==> config.mk <==
export PLATFORM = sky130hd
export DESIGN_NAME = mtme_cordic
export DESIGN_NICKNAME = d
export VERILOG_FILES = /design/src/model_transform_matrix_engine_defines.svh /design/src/mtme_pkg.sv /design/src/mtme_cordic.sv
export SDC_FILE = /design/constraint.sdc
export NUM_CORES = 2
export LEC_CHECK = 0
export BUFFER_PORTS_ARGS = -buffer_cell sky130_fd_sc_hd__buf_2
export CORE_ASPECT_RATIO = 1.4
export CORE_MARGIN = 5
export CORE_UTILIZATION = 65
export CTS_CLUSTER_SIZE = 28
export DETAILED_ROUTE_END_ITERATION = 8
export GPL_TIMING_DRIVEN = 0
export PLACE_DENSITY = 0.89
export SETUP_SLACK_MARGIN = 0.15
export SLEW_MARGIN = 15
export SYNTH_ARGS = -nofsm -noshare
export SYNTH_HDL_FRONTEND = slang
export SYNTH_SLANG_ARGS = --single-unit
==> constraint.sdc <==
create_clock -name clk -period 9.61 [get_ports clk]
set_input_delay 2.4025 -clock clk [delete_from_list [all_inputs] [get_ports clk]]
set_output_delay 2.4025 -clock clk [all_outputs]
set_load 0.01 [all_outputs]
==> src/model_transform_matrix_engine_defines.svh <==
// Assertion macros for the matrix engine. They expect clk and arst_n in scope.
`ifndef MODEL_TRANSFORM_MATRIX_ENGINE_DEFINES_SVH
`define MODEL_TRANSFORM_MATRIX_ENGINE_DEFINES_SVH
`ifndef NO_ASSERTIONS
`define MTME_ASSERT_HOLDS(lbl, cond) \
	lbl: assert property (@(posedge clk) disable iff (!arst_n) (cond)) \
		else $error("assertion failed");
`define MTME_ASSERT_IMPLIES(lbl, ante, cons) \
	lbl: assert property (@(posedge clk) disable iff (!arst_n) (ante) |-> (cons)) \
		else $error("assertion failed");
`else
`define MTME_ASSERT_HOLDS(lbl, cond)
`define MTME_ASSERT_IMPLIES(lbl, ante, cons)
`endif
`endif

==> src/mtme_pkg.sv <==
`default_nettype none
package mtme_pkg;
	localparam int CORDIC_STEPS_DEF = 16;
	localparam int CW = 5;
	localparam logic [2:0] CMD_FILL = 3'd0;
	localparam logic [2:0] CMD_TRANS = 3'd1;
	localparam logic [2:0] CMD_ROTX = 3'd2;
	localparam logic [2:0] CMD_ROTY = 3'd3;
	localparam logic [2:0] CMD_ROTZ = 3'd4;
	localparam logic [2:0] CMD_SCALE = 3'd5;
	localparam logic signed [26:0] DEG360 = 27'sd23592960;
	localparam logic signed [26:0] DEG180 = 27'sd11796480;
	localparam logic signed [26:0] DEG90 = 27'sd5898240;
	localparam logic signed [26:0] WRAP_K = 27'sd524288;
	localparam logic signed [28:0] PI_Q32 = 29'sd74961321;
	localparam logic signed [33:0] GAIN_Q30 = 34'sd652032874;

	typedef struct packed {
		logic start;
		logic round30;
	} mac_ctl_t;

	typedef struct packed {
		logic done;
		logic sat;
		logic [31:0] r1;
		logic [31:0] r2;
	} mac_res_t;

	typedef struct packed {
		logic done;
		logic signed [33:0] cosv;
		logic signed [33:0] sinv;
	} cor_res_t;

	function automatic logic signed [35:0] atan_q32(input logic [CW-1:0] i);
		case (i)
			5'd0: atan_q32 = 36'sd3373259426;
			5'd1: atan_q32 = 36'sd1991351318;
			5'd2: atan_q32 = 36'sd1052175346;
			5'd3: atan_q32 = 36'sd534100635;
			5'd4: atan_q32 = 36'sd268086748;
			5'd5: atan_q32 = 36'sd134174063;
			5'd6: atan_q32 = 36'sd67103403;
			5'd7: atan_q32 = 36'sd33553749;
			5'd8: atan_q32 = 36'sd16777131;
			5'd9: atan_q32 = 36'sd8388597;
			5'd10: atan_q32 = 36'sd4194303;
			default: atan_q32 = 36'sd1 <<< (6'd32 - {1'b0, i});
		endcase
	endfunction
endpackage
`default_nettype wire

==> src/mtme_cordic.sv <==
`default_nettype none
module mtme_cordic #(
	parameter int CORDIC_STEPS = mtme_pkg::CORDIC_STEPS_DEF
) (
	input  wire logic clk,
	input  wire logic arst_n,
	input  wire logic start,
	input  wire logic [31:0] angle,
	output mtme_pkg::cor_res_t res
);
	import mtme_pkg::*;

	localparam logic [2:0] PH_IDLE = 3'd0;
	localparam logic [2:0] PH_MOD = 3'd1;
	localparam logic [2:0] PH_FOLD = 3'd2;
	localparam logic [2:0] PH_RAD = 3'd3;
	localparam logic [2:0] PH_ITER = 3'd4;

	logic [2:0] ph_q;
	logic [CW-1:0] cnt_q;
	logic [31:0] src_q;
	logic [24:0] rem_q;
	logic signed [26:0] r_q;
	logic neg_q;
	logic signed [35:0] z_q;
	logic signed [33:0] x_q, y_q;
	logic done_q;

	logic [25:0] t_rem;
	logic signed [26:0] r0, r1, rf;
	logic nf;
	logic signed [55:0] rad;
	logic signed [33:0] dx, dy;
	logic signed [35:0] at;

	always_comb begin
		t_rem = {rem_q, src_q[31]};
		if (t_rem >= 26'(DEG360))
			t_rem = t_rem - 26'(DEG360);
		r0 = $signed({2'b00, rem_q}) - WRAP_K;
		if (r0 < 0)
			r0 = r0 + DEG360;
		r1 = (r0 >= DEG180) ? r0 - DEG360 : r0;
		rf = r1;
		nf = 1'b0;
		if (r1 > DEG90) begin
			rf = DEG180 - r1;
			nf = 1'b1;
		end else if (r1 < -DEG90) begin
			rf = -DEG180 - r1;
			nf = 1'b1;
		end
		rad = 56'(r_q) * 56'(PI_Q32);
		dx = y_q >>> cnt_q;
		dy = x_q >>> cnt_q;
		at = atan_q32(cnt_q);
	end

	always_ff @(posedge clk or negedge arst_n) begin
		if (!arst_n) begin
			ph_q <= PH_IDLE;
			cnt_q <= '0;
			done_q <= 1'b0;
		end else begin
			done_q <= 1'b0;
			case (ph_q)
				PH_IDLE: begin
					if (start) begin
						ph_q <= PH_MOD;
						cnt_q <= '0;
					end
				end
				PH_MOD: begin
					cnt_q <= cnt_q + 1'b1;
					if (cnt_q == CW'(31))
						ph_q <= PH_FOLD;
				end
				PH_FOLD: ph_q <= PH_RAD;
				PH_RAD: begin
					ph_q <= PH_ITER;
					cnt_q <= '0;
				end
				PH_ITER: begin
					cnt_q <= cnt_q + 1'b1;
					if (cnt_q == CW'(CORDIC_STEPS - 1)) begin
						ph_q <= PH_IDLE;
						done_q <= 1'b1;
					end
				end
				default: ph_q <= PH_IDLE;
			endcase
		end
	end

	always_ff @(posedge clk) begin
		case (ph_q)
			PH_IDLE: begin
				src_q <= angle ^ 32'h8000_0000;
				rem_q <= '0;
			end
			PH_MOD: begin
				rem_q <= t_rem[24:0];
				src_q <= {src_q[30:0], 1'b0};
			end
			PH_FOLD: begin
				r_q <= rf;
				neg_q <= nf;
			end
			PH_RAD: begin
				z_q <= 36'(rad >>> 16);
				x_q <= GAIN_Q30;
				y_q <= '0;
			end
			PH_ITER: begin
				if (z_q >= 0) begin
					x_q <= x_q - dx;
					y_q <= y_q + dy;
					z_q <= z_q - at;
				end else begin
					x_q <= x_q + dx;
					y_q <= y_q - dy;
					z_q <= z_q + at;
				end
			end
			default: ;
		endcase
	end

	assign res.done = done_q;
	assign res.cosv = neg_q ? -x_q : x_q;
	assign res.sinv = y_q;
endmodule
`default_nettype wire

## Word-level counts from Yosys, hierarchy flattened

Index checks and enable logic that the tools add are counted.

- Register bits: 198
- Latch bits: 0
- RAM bits: 0
- Bits in read-only memories: 0
- Input port bits: 35
- Logic and storage cells: 87
- Memories kept: 0

- $add $sub $neg: 15
- $mul: 1
- Div/mod/pow operators: 0
- Magnitude comparators: 6
- Eq/ne operators: 19
- Shift-type cells: 3
- Muxes and demuxes: 24
- Bitwise gates (word level): 1
- Reduce and logical (&&, ||, !) cells: 8

Operators with widths:

| operator | number |
|---|---|
| case mux 36 bit (11 select lines) | 1 |
| case mux 34 bit (2 select lines) | 2 |
| two-way mux 27 bit | 4 |
| two-way mux 34 bit | 3 |
| case mux 36 bit (2 select lines) | 1 |
| adder 34 bit | 2 |
| >>> shifter 34 x 5 -> 34 bit | 2 |
| subtractor 34 bit | 2 |
| case mux 32 bit (2 select lines) | 1 |
| subtractor 25 x 27 -> 27 bit (first input constant) | 2 |
| multiplier 27 x 28 -> 52 bit (second input constant) | 1 |
| case mux 25 bit (2 select lines) | 1 |
| adder 36 bit | 1 |
| >= comparator 36 x 1 -> 1 bit (second input constant) | 1 |
| two-way mux 36 bit | 1 |
| <<< shifter 2 x 6 -> 36 bit (first input constant) | 1 |
| subtractor 36 bit | 1 |
| negation 34 bit | 1 |
| adder 26 x 26 -> 27 bit (second input constant) | 1 |
| >= comparator 27 x 25 -> 1 bit (second input constant) | 1 |
| greater-than comparator 27 x 24 -> 1 bit (second input constant) | 1 |
| < comparator 27 x 24 -> 1 bit (second input constant) | 1 |
| subtractor 27 x 26 -> 27 bit (second input constant) | 1 |
| >= comparator 26 x 25 -> 1 bit (second input constant) | 1 |
| other kinds (28) | 43 |

## Depth between registers and ports, before layout

- Depth after elaboration: 8
- Mapped depth: 35

## Worst setup path before layout

No wires, ideal clock.

- Kind: flip-flop to flip-flop
- Start: register cnt_q[0]
- End: register z_q[34] (data pin)
- Data arrival time: 7.169 ns
- Path slack: 2.168 ns
- Cell stages (with the launch flop): 34
- Buffers on the path: 8
- Cells stage by stage: dfrtp_1 buf_4 clkinv_1 buf_1 buf_2 buf_6 ha_1 clkbuf_1 clkbuf_1 and2_1 ha_1 or4b_1 buf_2 buf_2 or3_1 o21bai_1 inv_1 ha_1 inv_1 nor2_1 and2_1 nor2_1 xnor2_1 ha_1 o21a_1 o21ai_0 o311ai_0 nand4_1 a2111oi_0 nor2_1 o31ai_1 a2111oi_0 a41oi_1 a22oi_1

- Cells in the longest elaborated chain, start to end: 6
- Elaborated cells between the ends (all ways): 18
- Classes of those cells: add/sub: 3; eq/ne: 10; shift: 1; mux: 3; reduce/logical: 1

RTL lines:

| item | line | RTL |
|---|---|---|
| start, declared | mtme_cordic.sv:20 | `logic [CW-1:0] cnt_q;` |
| start signal, assigned | mtme_cordic.sv:74 | `cnt_q <= cnt_q + 1'b1;` |
| start signal, assigned | mtme_cordic.sv:84 | `cnt_q <= cnt_q + 1'b1;` |
| subtractor 6 x 5 -> 6 bit | mtme_pkg.sv:49 | `default: atan_q32 = 36'sd1 <<< (6'd32 - {1'b0, i});` |
| <<< shifter 2 x 6 -> 36 bit | mtme_pkg.sv:49 |  |
| case mux 36 bit (11 select lines) * | mtme_pkg.sv:37 | `case (i)` |
| adder 36 bit / subtractor 36 bit (equally long branches) | mtme_cordic.sv:122, mtme_cordic.sv:118 |  |
| two-way mux 36 bit * | mtme_cordic.sv:115 | `if (z_q >= 0) begin` |
| case mux 36 bit (2 select lines) * | mtme_cordic.sv:96 | `case (ph_q)` |
| end signal, assigned | mtme_cordic.sv:110 | `z_q <= 36'(rad >>> 16);` |
| end signal, assigned | mtme_cordic.sv:118 | `z_q <= z_q - at;` |
| end signal, assigned | mtme_cordic.sv:122 | `z_q <= z_q + at;` |
| end, declared | mtme_cordic.sv:25 | `logic signed [35:0] z_q;` |

Mark *: on every way between the ends. The rest lies on a longest branch, timed or not.
A chain may end at the register's enable or synchronous reset.

## Worst setup path after layout

- Start: register cnt_q[0]
- End: register z_q[35] (data pin)

Same word-level chain as after synthesis.

==> metrics.csv <==
stage;metric;value;unit
synth;synth_warnings;0;
grt;grt_util_all_layers;42.7;%
hold_path;hold_end;src_q[17];
cts;cts_tree;yes;
worst_setup_path;rrSetupSlack;0.67;ns
cts;clk_pin_slew_worst_paths;0.10;ns
cts;cts_max_path_buffers;2;
die;die-area;0.0578;mm^2
synth;synthDistinctLibCells;112;
grt;grt_start_max_net_pins;67;
synth;number_of_synthesized_register_bits;198;
cts;cts_made_buffers;17;
synth;synth_ff_type;sky130_fd_sc_hd__edfxtp_1;
drt;1st_iter_drt_viols;3154;
placed_design;place_hpwl;98.4;mm
worst_setup_path;cp_max_fo;13;
pwr;peakVddDrop;0.361;mV
drt;post_drt_wl_per_cell;26.7;um
worst_setup_path;timing.setup.critical_path_class;reg2reg;
synth;synth_area_per_cell;9.14;um^2
worst_setup_path;cp-start-kind;flip-flop;
finish;ff_latch_area;0.00590;mm^2
worst_setup_path;worstSetupEndpointType;flip-flop;
worst_setup_path;crit_required;9.81;ns
placed_design;dpl-instance-area;0.0359;mm^2
drt;drc;0;
drt;post_drt_via_cell_ratio;6.72;
finish;area.growth.synth_to_final;6.22;%
finish;multi_input_comb_area;0.0257;mm^2
die;rows;99;
drt;detailedRoute.firstPassIterationCount;8;
finish;final_common_cell;sky130_fd_sc_hd__inv_1;
pwr;power.density;345;mW/mm^2
sta;slew_viol_final;0;
synth;synth-edff-count;189;
placed_design;placed_cells;4583;
sta;layout_worst_path_cycle_share;93.0;%
sta;timing.slew.headroom;16.4;%
sta;min_period;8.94;ns
die;io_pins;104;
hold_path;hold_crit_start;src_q[16];
placed_design;port_buffers;103;
cts;cts.root.buffer_cell;sky130_fd_sc_hd__clkbuf_16;
drt;drtAntennaViolNets;0;
sta;rsz_0062_raised_after_global_routing;false;
worst_setup_path;critical_path.max_stage_delay;0.52;ns
sta;timing_worst_slew_pin_value;1.22;ns
synth;yosysSeqAreaShare;17.1;%
hold_path;min-delay-path-class;reg2reg;
grt;number_of_global_route_vias_before_repair;32100;
finish;layout.cell_area.non_filler;0.0366;mm^2
status;status;finished clean;
grt;grt_overflow;0;
grt;grt_first_pass_wirelength;186;mm
drt;finalWirelength;123;mm
finish;design.final.nets;4610;
sta;skew;0.0244;ns
die;die-width;205;um
grt;initial_antenna_violation_count;3;
cts;worst_skew_pair.late_latency;0.50;ns
finish;most-common-layout-cells;517 x sky130_fd_sc_hd__inv_1, 408 x sky130_fd_sc_hd__ha_1, 351 x sky130_fd_sc_hd__nand2_1, 265 x sky130_fd_sc_hd__fa_1, 207 x sky130_fd_sc_hd__nor2_1;
cts;cts_hold_buf;0;
sta;timing_hold_violations_final;0;
finish;final_cell_count_no_fill;4623;
cts;h-tree-depth;4;
sta;setup-violations-final;0;
sta;tns;0;ns
pwr;cellLeakagePower;16.5;nW
placed_design;place.gp.congestion;1.09;
worst_setup_path;critPathArrivalTime;9.14;ns
die;start_util;65.9;%
hold_path;whs_path_depth;2;
finish;layout-drive-gt1-share;9.45;%
sta;fmax;0.112;GHz
synth;synthCells;3770;
worst_setup_path;timing.critical_path.slowest_stage_cell;sky130_fd_sc_hd__or4b_1;
synth;cell_area_after_synthesis;0.0345;mm^2
cts;cts_num_sinks;198;
pwr;p_total;12.6;mW
die;floorplan.die.height;282;um
worst_setup_path;rr_worst_depth;33;
drt;num_vias;31100;
die;fp.coreArea;0.0523;mm^2
worst_setup_path;r2r-end;z_q[35];
worst_setup_path;worst_setup_path_startpoint;cnt_q[0];
worst_setup_path;worst_r2r_startpoint;cnt_q[0];
finish;n_fill_cell;3982;
synth;synth.net_count;4478;
run;cap_viol_max_count;0;
synth;postSynth.asyncResetShare;4.55;%
==> critical path, delay by kind of cell (launching register included) <==
| kind | cells | cell delay [ns] |
|---|---|---|
| multiplexers | 1 | 0.10 |
| buffers and inverters | 10 | 2.23 |
| AND/OR/NAND/NOR | 8 | 1.98 |
| flip-flops | 1 | 0.44 |
| adder cells (fa/ha/maj) | 4 | 1.09 |
| AO/OA/AOI/OAI | 8 | 2.42 |
| XOR/XNOR | 2 | 0.34 |
==> logic make-up (layout without fill, tap and decap cells) <==
group,count (synthesis),after routing,synth area share [%]
mux,170,170,8.42
simple gates,947,947,13.3
other cells,0,2,0
flops,198,198,17.1
fa+ha+maj,673,673,30.2
buf+inv,685,829,8.23
compound gates,816,816,15.6
xor+xnor,281,281,7.14
==> layer usage <==
layer / wire (um) / track usage, % / vias to the layer above
li1: - / - / 13500
met1: 38800 / 43.6 / 14800
met2: 58600 / 71.8 / 1931
met3: 10200 / 8.94 / 822
met4: 15800 / 41.2 / 0
met5: 0 / 0 / -
==> metrics by stage <==
stage / hold WS (ns) / setup WS [ns] / util, %
after floorplan: 0.484 / 2.17 / -
after global routing: 0.533 / 0.245 / 70.0
final: 0.506 / 0.670 / 70.0
after CTS: 0.518 / 0.266 / 69.8
after detailed placement: 0.500 / 0.0730 / 68.7
after global placement: 0.491 / 0.0121 / 68.6
==> area by class of cell <==
type                       instances  share of cell area (%)
antenna                            2                  0.0137
buffer                           164                    2.42
clock buffer                      17                    1.16
clock inverter                    14                   0.475
inverter                         520                    5.34
multi-input combinational       2887                    70.4
sequential                       198                    16.1
tap                              707                    2.42
timing repair buffer             114                    1.69
==> power breakdown <==
group          switching [mW]  internal [mW]  leakage (nW)  total [mW]
registers              0.0959           1.25          1.94        1.34
logic                    6.57           3.95          14.3        10.5
clock network           0.416          0.352         0.287       0.768
==> cells in the mapped netlist (all sizes together) (37+ instances only) <==
master / instances / area share, %
nand3: 53 / 0.77
nand2: 353 / 3.9
nor3: 74 / 1.2
xor2: 114 / 2.9
inv: 518 / 5.6
a21oi: 206 / 3.0
buf: 69 / 1.5
xnor2: 167 / 4.2
nor2: 208 / 2.3
fa: 265 / 15
nand2b: 37 / 0.72
a21o: 68 / 1.5
edfxtp: 189 / 16
mux4: 89 / 6.0
mux2i: 64 / 1.9
clkbuf: 95 / 1.0
o21ai: 192 / 2.8
ha: 408 / 15
==> state kept, by name (all words and copies together), names as in the netlist <==
name and cells:
z_q 36, x_q 34, y_q 34, src_q 32
r_q 27, rem_q 25, cnt_q 5, ph_q 3
done_q 1, neg_q 1
==> worst max-delay path by stage <==
| stage | slack (ns) | to |
|---|---|---|
| 5_1_grt | 0.25 | z_q[35] |
| 2_1_floorplan | 2.17 | z_q[34] |
| 3_5_place_dp | 0.07 | z_q[34] |
| 6_report | 0.67 | z_q[35] |
| 3_3_place_gp | 0.01 | z_q[34] |
| 4_1_cts | 0.27 | z_q[34] |
==> repair_timing <==
item	CTS	global route
gates resized for setup	1	3
endpoints found under the setup margin	2	10
setup buffers	0	6
pin swaps	0	0
(Power assumes the default switching activity.)
