### config.mk
export PLATFORM = sky130hd
export DESIGN_NAME = mtme_mac
export DESIGN_NICKNAME = d
export VERILOG_FILES = /design/src/model_transform_matrix_engine_defines.svh /design/src/mtme_pkg.sv /design/src/mtme_mac.sv
export SDC_FILE = /design/constraint.sdc
export NUM_CORES = 1
export LEC_CHECK = 0
export BUFFER_PORTS_ARGS = -buffer_cell sky130_fd_sc_hd__buf_2
export CAP_MARGIN = 10
export CORE_MARGIN = 2
export CORE_UTILIZATION = 56
export DETAILED_ROUTE_END_ITERATION = 10
export MAX_ROUTING_LAYER = met4
export PLACE_DENSITY = 0.78
export SKIP_LAST_GASP = 1
export SLEW_MARGIN = 20
export SYNTH_ARGS = -nofsm -noshare
export SYNTH_HDL_FRONTEND = slang
export SYNTH_SLANG_ARGS = --single-unit
### constraint.sdc
create_clock -name clk -period 6 [get_ports clk]
set_clock_uncertainty 0.05 [all_clocks]
set_input_delay 0.3 -clock clk [delete_from_list [all_inputs] [get_ports clk]]
set_output_delay 0.3 -clock clk [all_outputs]
set_load 0.005 [all_outputs]
### src/model_transform_matrix_engine_defines.svh
// Assertion macros for the matrix engine. They expect clk and arst_n in scope.
`ifndef MODEL_TRANSFORM_MATRIX_ENGINE_DEFINES_SVH
`define MODEL_TRANSFORM_MATRIX_ENGINE_DEFINES_SVH
`ifndef NO_ASSERTIONS
`define MTME_ASSERT_HOLDS(lbl, cond) \
	lbl: assert property (@(posedge clk) disable iff (!arst_n) (cond)) \
		else $error("assertion failed");
`define MTME_ASSERT_IMPLIES(lbl, ante, cons) \
	lbl: assert property (@(posedge clk) disable iff (!arst_n) (ante) |-> (cons)) \
		else $error("assertion failed");
`else
`define MTME_ASSERT_HOLDS(lbl, cond)
`define MTME_ASSERT_IMPLIES(lbl, ante, cons)
`endif
`endif

### src/mtme_pkg.sv
`default_nettype none
package mtme_pkg;
	localparam int CORDIC_STEPS_DEF = 16;
	localparam int CW = 5;
	localparam logic [2:0] CMD_FILL = 3'd0;
	localparam logic [2:0] CMD_TRANS = 3'd1;
	localparam logic [2:0] CMD_ROTX = 3'd2;
	localparam logic [2:0] CMD_ROTY = 3'd3;
	localparam logic [2:0] CMD_ROTZ = 3'd4;
	localparam logic [2:0] CMD_SCALE = 3'd5;
	localparam logic signed [26:0] DEG360 = 27'sd23592960;
	localparam logic signed [26:0] DEG180 = 27'sd11796480;
	localparam logic signed [26:0] DEG90 = 27'sd5898240;
	localparam logic signed [26:0] WRAP_K = 27'sd524288;
	localparam logic signed [28:0] PI_Q32 = 29'sd74961321;
	localparam logic signed [33:0] GAIN_Q30 = 34'sd652032874;

	typedef struct packed {
		logic start;
		logic round30;
	} mac_ctl_t;

	typedef struct packed {
		logic done;
		logic sat;
		logic [31:0] r1;
		logic [31:0] r2;
	} mac_res_t;

	typedef struct packed {
		logic done;
		logic signed [33:0] cosv;
		logic signed [33:0] sinv;
	} cor_res_t;

	function automatic logic signed [35:0] atan_q32(input logic [CW-1:0] i);
		case (i)
			5'd0: atan_q32 = 36'sd3373259426;
			5'd1: atan_q32 = 36'sd1991351318;
			5'd2: atan_q32 = 36'sd1052175346;
			5'd3: atan_q32 = 36'sd534100635;
			5'd4: atan_q32 = 36'sd268086748;
			5'd5: atan_q32 = 36'sd134174063;
			5'd6: atan_q32 = 36'sd67103403;
			5'd7: atan_q32 = 36'sd33553749;
			5'd8: atan_q32 = 36'sd16777131;
			5'd9: atan_q32 = 36'sd8388597;
			5'd10: atan_q32 = 36'sd4194303;
			default: atan_q32 = 36'sd1 <<< (6'd32 - {1'b0, i});
		endcase
	endfunction
endpackage
`default_nettype wire

### src/mtme_mac.sv
`default_nettype none
module mtme_mac (
	input  wire logic clk,
	input  wire logic arst_n,
	input  wire mtme_pkg::mac_ctl_t ctl,
	input  wire logic signed [33:0] mul_c,
	input  wire logic signed [33:0] mul_s,
	input  wire logic [31:0] word_p,
	input  wire logic [31:0] word_q,
	output mtme_pkg::mac_res_t res
);
	import mtme_pkg::*;

	logic busy_q, fin_q, done_q, r30_q;
	logic [CW-1:0] cnt_q;
	logic signed [33:0] c_q, s_q;
	logic [31:0] sp_q, sq_q, l1_q, l2_q;
	logic signed [36:0] h1_q, h2_q;
	logic [31:0] r1_q, r2_q;
	logic sat_q;

	logic signed [35:0] a1, a2, cx, sx;
	logic signed [37:0] t1, t2;
	logic signed [69:0] rnd, f1, f2, g1, g2;
	logic o1, o2;

	always_comb begin
		cx = 36'(c_q);
		sx = 36'(s_q);
		a1 = (sp_q[0] ? cx : 36'sd0) + (sq_q[0] ? sx : 36'sd0);
		a2 = (sq_q[0] ? cx : 36'sd0) - (sp_q[0] ? sx : 36'sd0);
		if (cnt_q == CW'(31)) begin
			a1 = -a1;
			a2 = -a2;
		end
		t1 = 38'(h1_q) + 38'(a1);
		t2 = 38'(h2_q) + 38'(a2);
		rnd = r30_q ? (70'sd1 <<< 29) : (70'sd1 <<< 15);
		f1 = $signed({h1_q[36], h1_q, l1_q}) + rnd;
		f2 = $signed({h2_q[36], h2_q, l2_q}) + rnd;
		g1 = r30_q ? (f1 >>> 30) : (f1 >>> 16);
		g2 = r30_q ? (f2 >>> 30) : (f2 >>> 16);
		o1 = !((&g1[69:31]) || !(|g1[69:31]));
		o2 = !((&g2[69:31]) || !(|g2[69:31]));
	end

	always_ff @(posedge clk or negedge arst_n) begin
		if (!arst_n) begin
			busy_q <= 1'b0;
			fin_q <= 1'b0;
			done_q <= 1'b0;
			cnt_q <= '0;
		end else begin
			fin_q <= 1'b0;
			done_q <= fin_q;
			if (ctl.start) begin
				busy_q <= 1'b1;
				cnt_q <= '0;
			end else if (busy_q) begin
				cnt_q <= cnt_q + 1'b1;
				if (cnt_q == CW'(31)) begin
					busy_q <= 1'b0;
					fin_q <= 1'b1;
				end
			end
		end
	end

	always_ff @(posedge clk) begin
		if (ctl.start) begin
			c_q <= mul_c;
			s_q <= mul_s;
			sp_q <= word_p;
			sq_q <= word_q;
			h1_q <= '0;
			h2_q <= '0;
			l1_q <= '0;
			l2_q <= '0;
			r30_q <= ctl.round30;
		end else if (busy_q) begin
			h1_q <= t1[37:1];
			h2_q <= t2[37:1];
			l1_q <= {t1[0], l1_q[31:1]};
			l2_q <= {t2[0], l2_q[31:1]};
			sp_q <= {1'b0, sp_q[31:1]};
			sq_q <= {1'b0, sq_q[31:1]};
		end
		if (fin_q) begin
			r1_q <= o1 ? (g1[69] ? 32'h8000_0000 : 32'h7fff_ffff) : g1[31:0];
			r2_q <= o2 ? (g2[69] ? 32'h8000_0000 : 32'h7fff_ffff) : g2[31:0];
			sat_q <= o1 | o2;
		end
	end

	assign res.done = done_q;
	assign res.sat = sat_q;
	assign res.r1 = r1_q;
	assign res.r2 = r2_q;
endmodule
`default_nettype wire
Word-level counts from Yosys, hierarchy flattened:

Index checks and enable logic that the tools add are counted.

* bits of input ports: 136
* register bits after elaboration: 344
* logic and storage cells: 63

* equal/unequal tests: 1
* bitwise operators: 1
* add/sub/neg operators: 9
* mux-type cells: 25
* reduce and logical (&&, ||, !) cells: 11

Operators by type and width (number)
* two-way mux 32 bit: 8
* two-way mux 36 bit: 6
* adder 69 x 31 -> 70 bit: 2
* two-way mux 53 bit: 2
* AND reduction 39 bit: 2
* OR reduction 39 bit: 2
* adder 37 x 36 -> 38 bit: 2
* negation 36 bit: 2
* adder 36 bit: 1
* subtractor 36 bit: 1
* two-way mux 30 bit: 1
* two-way mux 5 bit: 2
* two-way mux 1 bit: 6
* adder 5 x 1 -> 5 bit (second input constant): 1
* equality test 5 bit (second input constant): 1
* zero test 1 bit: 4
* logical OR 1 bit: 2
* nonzero test 2 bit: 1
* bitwise OR 1 bit: 1

Depth between registers and ports, before layout:

Gate-level depths: netlist (run 1).

* depth in word-level cells: 8
* gate-level depth with buffers: 29
* depth with buffers taken out: 27

Worst setup path before layout (run 1):

OpenSTA, ideal clock, no wires.

* path kind: register to register
* start: register sp_q[0]
* end: register h2_q[35]
* path buffers: 3
* required time: 5.822 ns
* slack: -0.376 ns
* arrival: 6.197 ns
* period minus slack after synthesis: 6.376 ns
* cell stages (with the launch flop): 29
* path through: edfxtp_1 > clkbuf_1 > clkbuf_1 > nand2_1 > ha_1 > o21a_1 > o31a_1 > o311ai_0 > nand3_1 > nor2b_1 > a211o_1 > or4_1 > nor4_1 > nand4_1 > clkbuf_1 > o31ai_1 > xnor2_1 > ha_1 > a21o_1 > a21o_1 > a21o_1 > a21o_1 > a21o_1 > and3_1 > a211oi_1 > o211ai_1 > o211ai_1 > xor2_1 > o21ai_0

* cells in the longest elaborated chain, start to end: 5

RTL lines
* start: declaration: line mtme_mac.sv:17 `logic [31:0] sp_q, sq_q, l1_q, l2_q;`
* start signal: assignment: line mtme_mac.sv:73 `sp_q <= word_p;`
* start signal: assignment: line mtme_mac.sv:85 `sp_q <= {1'b0, sp_q[31:1]};`
* two-way mux 36 bit (*): line mtme_mac.sv:31 `a2 = (sq_q[0] ? cx : 36'sd0) - (sp_q[0] ? sx : 36'sd0);`
* subtractor 36 bit (*): line mtme_mac.sv:31
* negation 36 bit: line mtme_mac.sv:34 `a2 = -a2;`
* two-way mux 36 bit (*): line mtme_mac.sv:32 `if (cnt_q == CW'(31)) begin`
* adder 37 x 36 -> 38 bit (*): line mtme_mac.sv:37 `t2 = 38'(h2_q) + 38'(a2);`
* end signal: assignment: line mtme_mac.sv:82 `h2_q <= t2[37:1];`
* end: declaration: line mtme_mac.sv:18 `logic signed [36:0] h1_q, h2_q;`

Every way passes the cells marked *; elsewhere a longest branch is shown, timed or not.
A chain may end at the register's enable or synchronous reset.

Final worst setup path (run 1):

* start: register sp_q[0]
* end: register h2_q[23]

Same word-level chain as after synthesis.

==> impl_metrics.py, run 1 <==
metrics = {
    "status": {
        "outcome": "finished, final reports clean",
    },
    "grt": {
        "grt_pass1_vias": 22200,
        "grt_usage": 0.326,
        "antenna_found_initial": 0,
        "grt_first_pass_wirelength_mm": 115,
        "grt-ovfl-total": 0,
        "grt_max_degree": 118,
    },
    "clock_network": {
        "clkTransAtPathRegs_ns": 0.07,
        "root_buffer": "clkbuf_16",
        "clock_sinks": 314,
        "htreeDepth": 2,
        "cts_buffers": 36,
        "cts_tree": "done",
        "cts_buffer_depth": 3,
        "insertion_delay_ns": 0.57,
    },
    "finish": {
        "fin_area_um2": 31100,
        "final_nets": 3587,
        "drive_gt1_frac": 0.239,
        "final_cells": 3868,
        "syn_to_final_growth_pct": 28.6,
        "antennaDiodeCount": 0,
    },
    "worst_setup_path": {
        "cp.required_ns": 6.36,
        "cpMaxStageDelayCell": "or4_4",
        "cp-end-kind": "flip-flop",
        "cpPeakStageDelay_ns": 0.45,
        "cp_max_fo": 6,
        "start_kind": "flip-flop",
        "cp.arrival_ns": 6.35,
        "worstSetupPathType": "reg -> reg",
    },
    "placed_design": {
        "place_hpwl_mm": 52.3,
        "gp_congestion": 1.00,
        "placed_area_um2": 27400,
        "dp_slack_ns": -0.388,
        "dp_cells": 3646,
        "portBuffers": 201,
    },
    "die": {
        "dieArea_um2": 44800,
        "core_area_um2": 42800,
        "start_util": 0.565,
        "dieWidth_um": 212,
        "die_h_um": 212,
        "rows": 76,
        "ios": 202,
    },
    "yosys": {
        "postSynthRegisterBits": 314,
        "ys.warnings.count": 0,
        "synth_area_per_cell_um2": 8.73,
        "ys_types": 82,
        "async_reset_ff_frac": 0.0255,
        "synth_edf_count": 198,
        "synth_nets": 3059,
        "seq_area_frac_synth": 0.344,
        "synth_top_flop_cell": "edfxtp_1",
        "syn_area_um2": 24200,
        "netlist_instances": 2767,
    },
    "timing": {
        "fin_setup_tns_ns": 0,
        "final-hold-violation-count": 0,
        "setup_viol": 0,
        "fin_crit_sh": 0.998,
        "worst_pin_slew_ns": 1.03,
        "rsz0062_at_grt": "yes",
        "fmax_ghz": 0.167,
        "min_period_ns": 5.99,
        "drv_slew": 0,
        "relSlewSlack": 0.314,
        "setup_slack_ns": 0.0143,
    },
    "power": {
        "ir_worst_vdd_v": 0.000269,
        "power_density_nw_per_um2": 381,
        "power_mw": 11.8,
        "leakage_nw": 13.0,
    },
    "drt": {
        "wl_per_cell_um": 19.1,
        "via_per_inst": 6.03,
        "first_pass_iters": 5,
        "drc": 0,
        "wirelength_mm": 73.8,
        "drtIter0Drc": 2037,
        "vias": 23300,
        "ant_nets": 0,
    },
    "job": {
        "drv_cap": 0,
    },
    "min_path": {
        "hold_class": "in -> reg",
    },
}
==> where the power goes <==
| group | internal, mW | switching [mW] | total (mW) |
|---|---|---|---|
| Combinational | 2.89 | 3.39 | 6.28 |
| Sequential | 2.71 | 0.491 | 3.20 |
| Clock | 1.40 | 0.946 | 2.34 |
| Total | 7.00 | 4.83 | 11.8 |
==> through the flow <==
stage / utilization / hold WS (ns)
finish: 0.726 / 0.0180
global route: 0.726 / 0.0156
detailed placement: 0.639 / 0.0982
floorplan: - / -0.0456
global placement: 0.639 / 0.0904
CTS: 0.701 / 0.000630
==> registers in the layout (all words and copies together) (netlist names) <==
name,cells
h1_q,37
h2_q,37
c_q,34
s_q,34
r1_q,32
r2_q,32
sp_q,32
sq_q,32
l1_q,17
l2_q,17
cnt_q,5
busy_q,1
done_q,1
fin_q,1
r30_q,1
sat_q,1
==> critical path, delay by kind of cell (launching register included) <==
family / cells / cell delay (ns)
compound gates: 11 / 2.21
simple gates: 8 / 1.69
buf+inv: 3 / 0.56
fa+ha+maj: 2 / 0.53
flops: 1 / 0.41
xor+xnor: 2 / 0.38
==> layout make-up <==
class,instances,area [µm²]
Clock buffer,47,995
Clock inverter,18,240
Fill cell,3083,11700
Inverter,64,240
Multi-Input combinational cell,2263,16100
Sequential cell,314,8310
Tap cell,546,683
Timing Repair Buffer,616,4490
==> logic make-up after synthesis <==
family                   count (synthesis)  synth area share
XOR/XNOR                               277             0.100
AO/OA/AOI/OAI                          695             0.179
adder cells (fa/ha/maj)                156            0.0820
flip-flops                             314             0.344
AND/OR/NAND/NOR                        992             0.202
multiplexers                           143            0.0627
buffers and inverters                  190            0.0303
==> routing by layer <==
metal / GRT usage / vias up / share of wire
met5: - / - / 0
li1: - / 11100 / -
met4: 0.109 / 0 / 0.035
met1: 0.416 / 11000 / 0.42
met3: 0.0365 / 190 / 0.064
met2: 0.541 / 977 / 0.48
==> layout by cell type (no fill, tap or decap), types with 19 or more instances in the layout <==
| cell type | n |
|---|---|
| a21o_1 | 65 |
| o31ai_1 | 19 |
| a21oi_2 | 30 |
| xor2_1 | 83 |
| buf_2 | 201 |
| mux2_2 | 68 |
| a21oi_1 | 165 |
| xnor2_1 | 189 |
| nor2b_1 | 20 |
| buf_4 | 280 |
| and3_1 | 30 |
| mux2i_1 | 75 |
| nand3_1 | 80 |
| nand2_1 | 231 |
| ha_1 | 130 |
| a31oi_1 | 19 |
| a211oi_1 | 19 |
| o21bai_1 | 20 |
| nand2b_1 | 23 |
| nand4_1 | 50 |
| dlygate4sd3_1 | 123 |
| inv_1 | 62 |
| o21ai_1 | 35 |
| o21a_1 | 20 |
| dfxtp_1 | 108 |
| and2_1 | 109 |
| clkbuf_16 | 38 |
| o21ai_0 | 160 |
| edfxtp_1 | 198 |
| nor3_1 | 46 |
| nor2_1 | 270 |
==> synthesized netlist by cell type (75+ instances only) <==
| cell type | count | area share |
|---|---|---|
| nor2_1 | 272 | 0.042 |
| nand2_1 | 236 | 0.037 |
| o21ai_0 | 199 | 0.041 |
| edfxtp_1 | 198 | 0.25 |
| a21oi_1 | 195 | 0.040 |
| xnor2_1 | 192 | 0.070 |
| ha_1 | 152 | 0.079 |
| and2_1 | 116 | 0.030 |
| dfxtp_1 | 108 | 0.089 |
| clkbuf_1 | 104 | 0.016 |
| xor2_1 | 85 | 0.031 |
| nand3_1 | 82 | 0.017 |
| mux2i_1 | 75 | 0.031 |
==> what timing repair did <==
item,CTS,global route
buffers inserted,5,29
pin swaps,13,114
gates resized for setup,44,184
hold buffers,123,0
endpoints found under the hold margin,130,0
endpoints found under the setup margin,25,36
==> worst paths after layout <==
path                       cells past startpoint  slack [ns]        to  startpoint
max                                           26        0.01  h2_q[23]     sp_q[0]
min                                            2        0.02   sq_q[9]   word_q[9]
max reg2reg                                   26        0.01  h2_q[23]     sp_q[0]
min reg2reg                                    2        0.49  l1_q[15]    l1_q[15]
max in group asynchronous                      2        5.64    busy_q      arst_n
min in group asynchronous                      2        0.06  cnt_q[1]      arst_n
(Power assumes the default switching activity.)
==> run 2: changes to the inputs <==
--- a/config.mk
+++ b/config.mk
@@ -7,11 +7,13 @@
 export LEC_CHECK = 0
 export BUFFER_PORTS_ARGS = -buffer_cell sky130_fd_sc_hd__buf_2
 export CAP_MARGIN = 10
+export CELL_PAD_IN_SITES_DETAIL_PLACEMENT = 0
+export CELL_PAD_IN_SITES_GLOBAL_PLACEMENT = 1
 export CORE_MARGIN = 2
-export CORE_UTILIZATION = 56
+export CORE_UTILIZATION = 43
 export DETAILED_ROUTE_END_ITERATION = 10
 export MAX_ROUTING_LAYER = met4
-export PLACE_DENSITY = 0.78
+export PLACE_DENSITY_LB_ADDON = 0.1
 export SKIP_LAST_GASP = 1
 export SLEW_MARGIN = 20
 export SYNTH_ARGS = -nofsm -noshare
==> impl_metrics.py, run 2 (same netlist as run 1, synthesis figures left out) <==
metrics = {
    "worst_setup_path": {
        "cpPeakStageDelay_ns": 0.53,
        "cp-end-kind": "flip-flop",
        "cp_top_family": "compound AO/OA/AOI/OAI gates",
        "cp.arrival_ns": 6.40,
        "cpMaxStageDelayCell": "edfxtp_1",
        "start_kind": "flip-flop",
        "cp_common_cell": "a21o_1",
        "worst-path-buf-inv": 4,
        "cp.required_ns": 6.37,
        "worstSetupPathType": "reg -> reg",
        "cp_max_fo": 6,
    },
    "clock_network": {
        "cts_tree": "done",
        "clock_sinks": 314,
        "cts_buffer_depth": 3,
        "htreeDepth": 2,
        "clkTransAtPathRegs_ns": 0.06,
        "cts_buffers": 38,
        "insertion_delay_ns": 0.58,
        "root_buffer": "clkbuf_16",
    },
    "timing": {
        "final-hold-violation-count": 0,
        "drv_slew": 0,
        "worst_pin_slew_ns": 1.05,
        "min_period_ns": 6.03,
        "setup_viol": 1,
        "relSlewSlack": 0.301,
        "rsz0062_at_grt": "yes",
        "fin_crit_sh": 1.00,
        "fmax_ghz": 0.166,
        "setup_slack_ns": -0.0283,
        "holdWs_ns": 0.0371,
    },
    "drt": {
        "wirelength_mm": 73.1,
        "drtIter0Drc": 1255,
        "vias": 22600,
        "ant_nets": 0,
        "first_pass_iters": 5,
        "via_per_inst": 5.39,
        "drc": 0,
        "wl_per_cell_um": 17.5,
    },
    "die": {
        "die_h_um": 241,
        "ios": 202,
        "dieArea_um2": 58100,
        "start_util": 0.437,
        "dieWidth_um": 241,
        "rows": 86,
        "core_area_um2": 55300,
    },
    "finish": {
        "drive_gt1_frac": 0.251,
        "final_nets": 3701,
        "antennaDiodeCount": 0,
        "layout_commonest_cell": "buf_4",
        "fin_util": 0.578,
        "layout_common_cells": "buf_4, nor2_1, nand2_1, buf_2, edfxtp_1",
        "largestRegisters": "h1_q: 37 flops, h2_q: 37 flops",
        "syn_to_final_growth_pct": 32.3,
    },
    "status": {
        "violations": "negative setup slack",
        "outcome": "complete, but fails checks",
    },
    "placed_design": {
        "gp_congestion": 0.918,
        "portBuffers": 201,
        "place_hpwl_mm": 55.6,
    },
    "power": {
        "power_density_nw_per_um2": 374,
        "leakage_nw": 13.6,
        "power_mw": 12.0,
        "ir_worst_vdd_v": 0.000230,
    },
    "grt": {
        "grt_first_pass_wirelength_mm": 114,
        "antenna_found_initial": 0,
        "grt_max_degree": 125,
        "grt_pass1_vias": 21700,
        "grt-ovfl-total": 0,
        "grt_usage": 0.253,
    },
    "min_path": {
        "hold_class": "in -> reg",
    },
    "job": {
        "drv_cap": 0,
    },
}
==> run 2: timing repair <==
item,CTS,global route
setup buffers,1,18
pin swaps,7,35
cloned,0,1
endpoints found under the hold margin,139,0
hold buffers,132,0
gates resized for setup,34,139
setup endpoints to repair,25,35
==> run 2: worst register-to-register path: cells and delay by family, from the launching register on <==
kind                       cells  cell delay [ns]
AOI/OAI and AO/OA             13             2.47
xor gates and xnor gates       2             0.28
adders and majority gates      2             0.46
buffers and inverters          4             0.58
DFF                            1             0.53
muxes                          1             0.15
and+or+nand+nor                7             1.35
==> run 2: report_power, final <==
part	switching (mW)	total (mW)	internal [mW]
clock	0.964	2.44	1.47
combinational	3.27	6.31	3.04
sequential	0.503	3.22	2.71
==> run 2: area by class of cell <==
cell class,instances,area (µm²)
repair buffers,728,5360
inverters,64,240
clock buffers,47,1020
clock inverters,23,293
multi-input cells,2263,15800
well taps,748,936
fillers,5040,23300
flip-flops and latches,314,8310
==> run 2: per-stage QoR <==
step | setup slack (ns) | std cells | cell area, µm² | setup TNS (ns)
finish | -0.0283 | 4187 | 32000 | -0.0283
global route | -0.330 | 4187 | 32000 | -3.83
CTS | -0.0445 | 4169 | 31300 | -0.153
detailed placement | -0.398 | 3966 | 28500 | -4.64
global placement | -0.286 | 3966 | 28500 | -2.72
floorplan | 0.0137 | 2767 | 24200 | 0
==> run 2: worst paths after layout <==
| kind | start | end | slack (ns) | depth (start not counted) |
|---|---|---|---|---|
| max | sp_q[0] | h2_q[34] | -0.03 | 29 |
| min | word_p[10] | sp_q[10] | 0.04 | 2 |
| max reg2reg | sp_q[0] | h2_q[34] | -0.03 | 29 |
| min reg2reg | l2_q[15] | l2_q[15] | 0.47 | 2 |
| max in group asynchronous | arst_n | busy_q | 5.67 | 2 |
| min in group asynchronous | arst_n | done_q | 0.05 | 2 |
==> run 2: layer usage <==
layer / vias to the layer above / global-route usage / part of all wire / wire, µm
met4: 0 / 0.0713 / 0.024 / 1790
met2: 478 / 0.402 / 0.46 / 33300
met1: 10600 / 0.340 / 0.48 / 35000
met3: 111 / 0.0281 / 0.041 / 3020
met5: - / - / 0 / 0
li1: 11400 / - / - / -
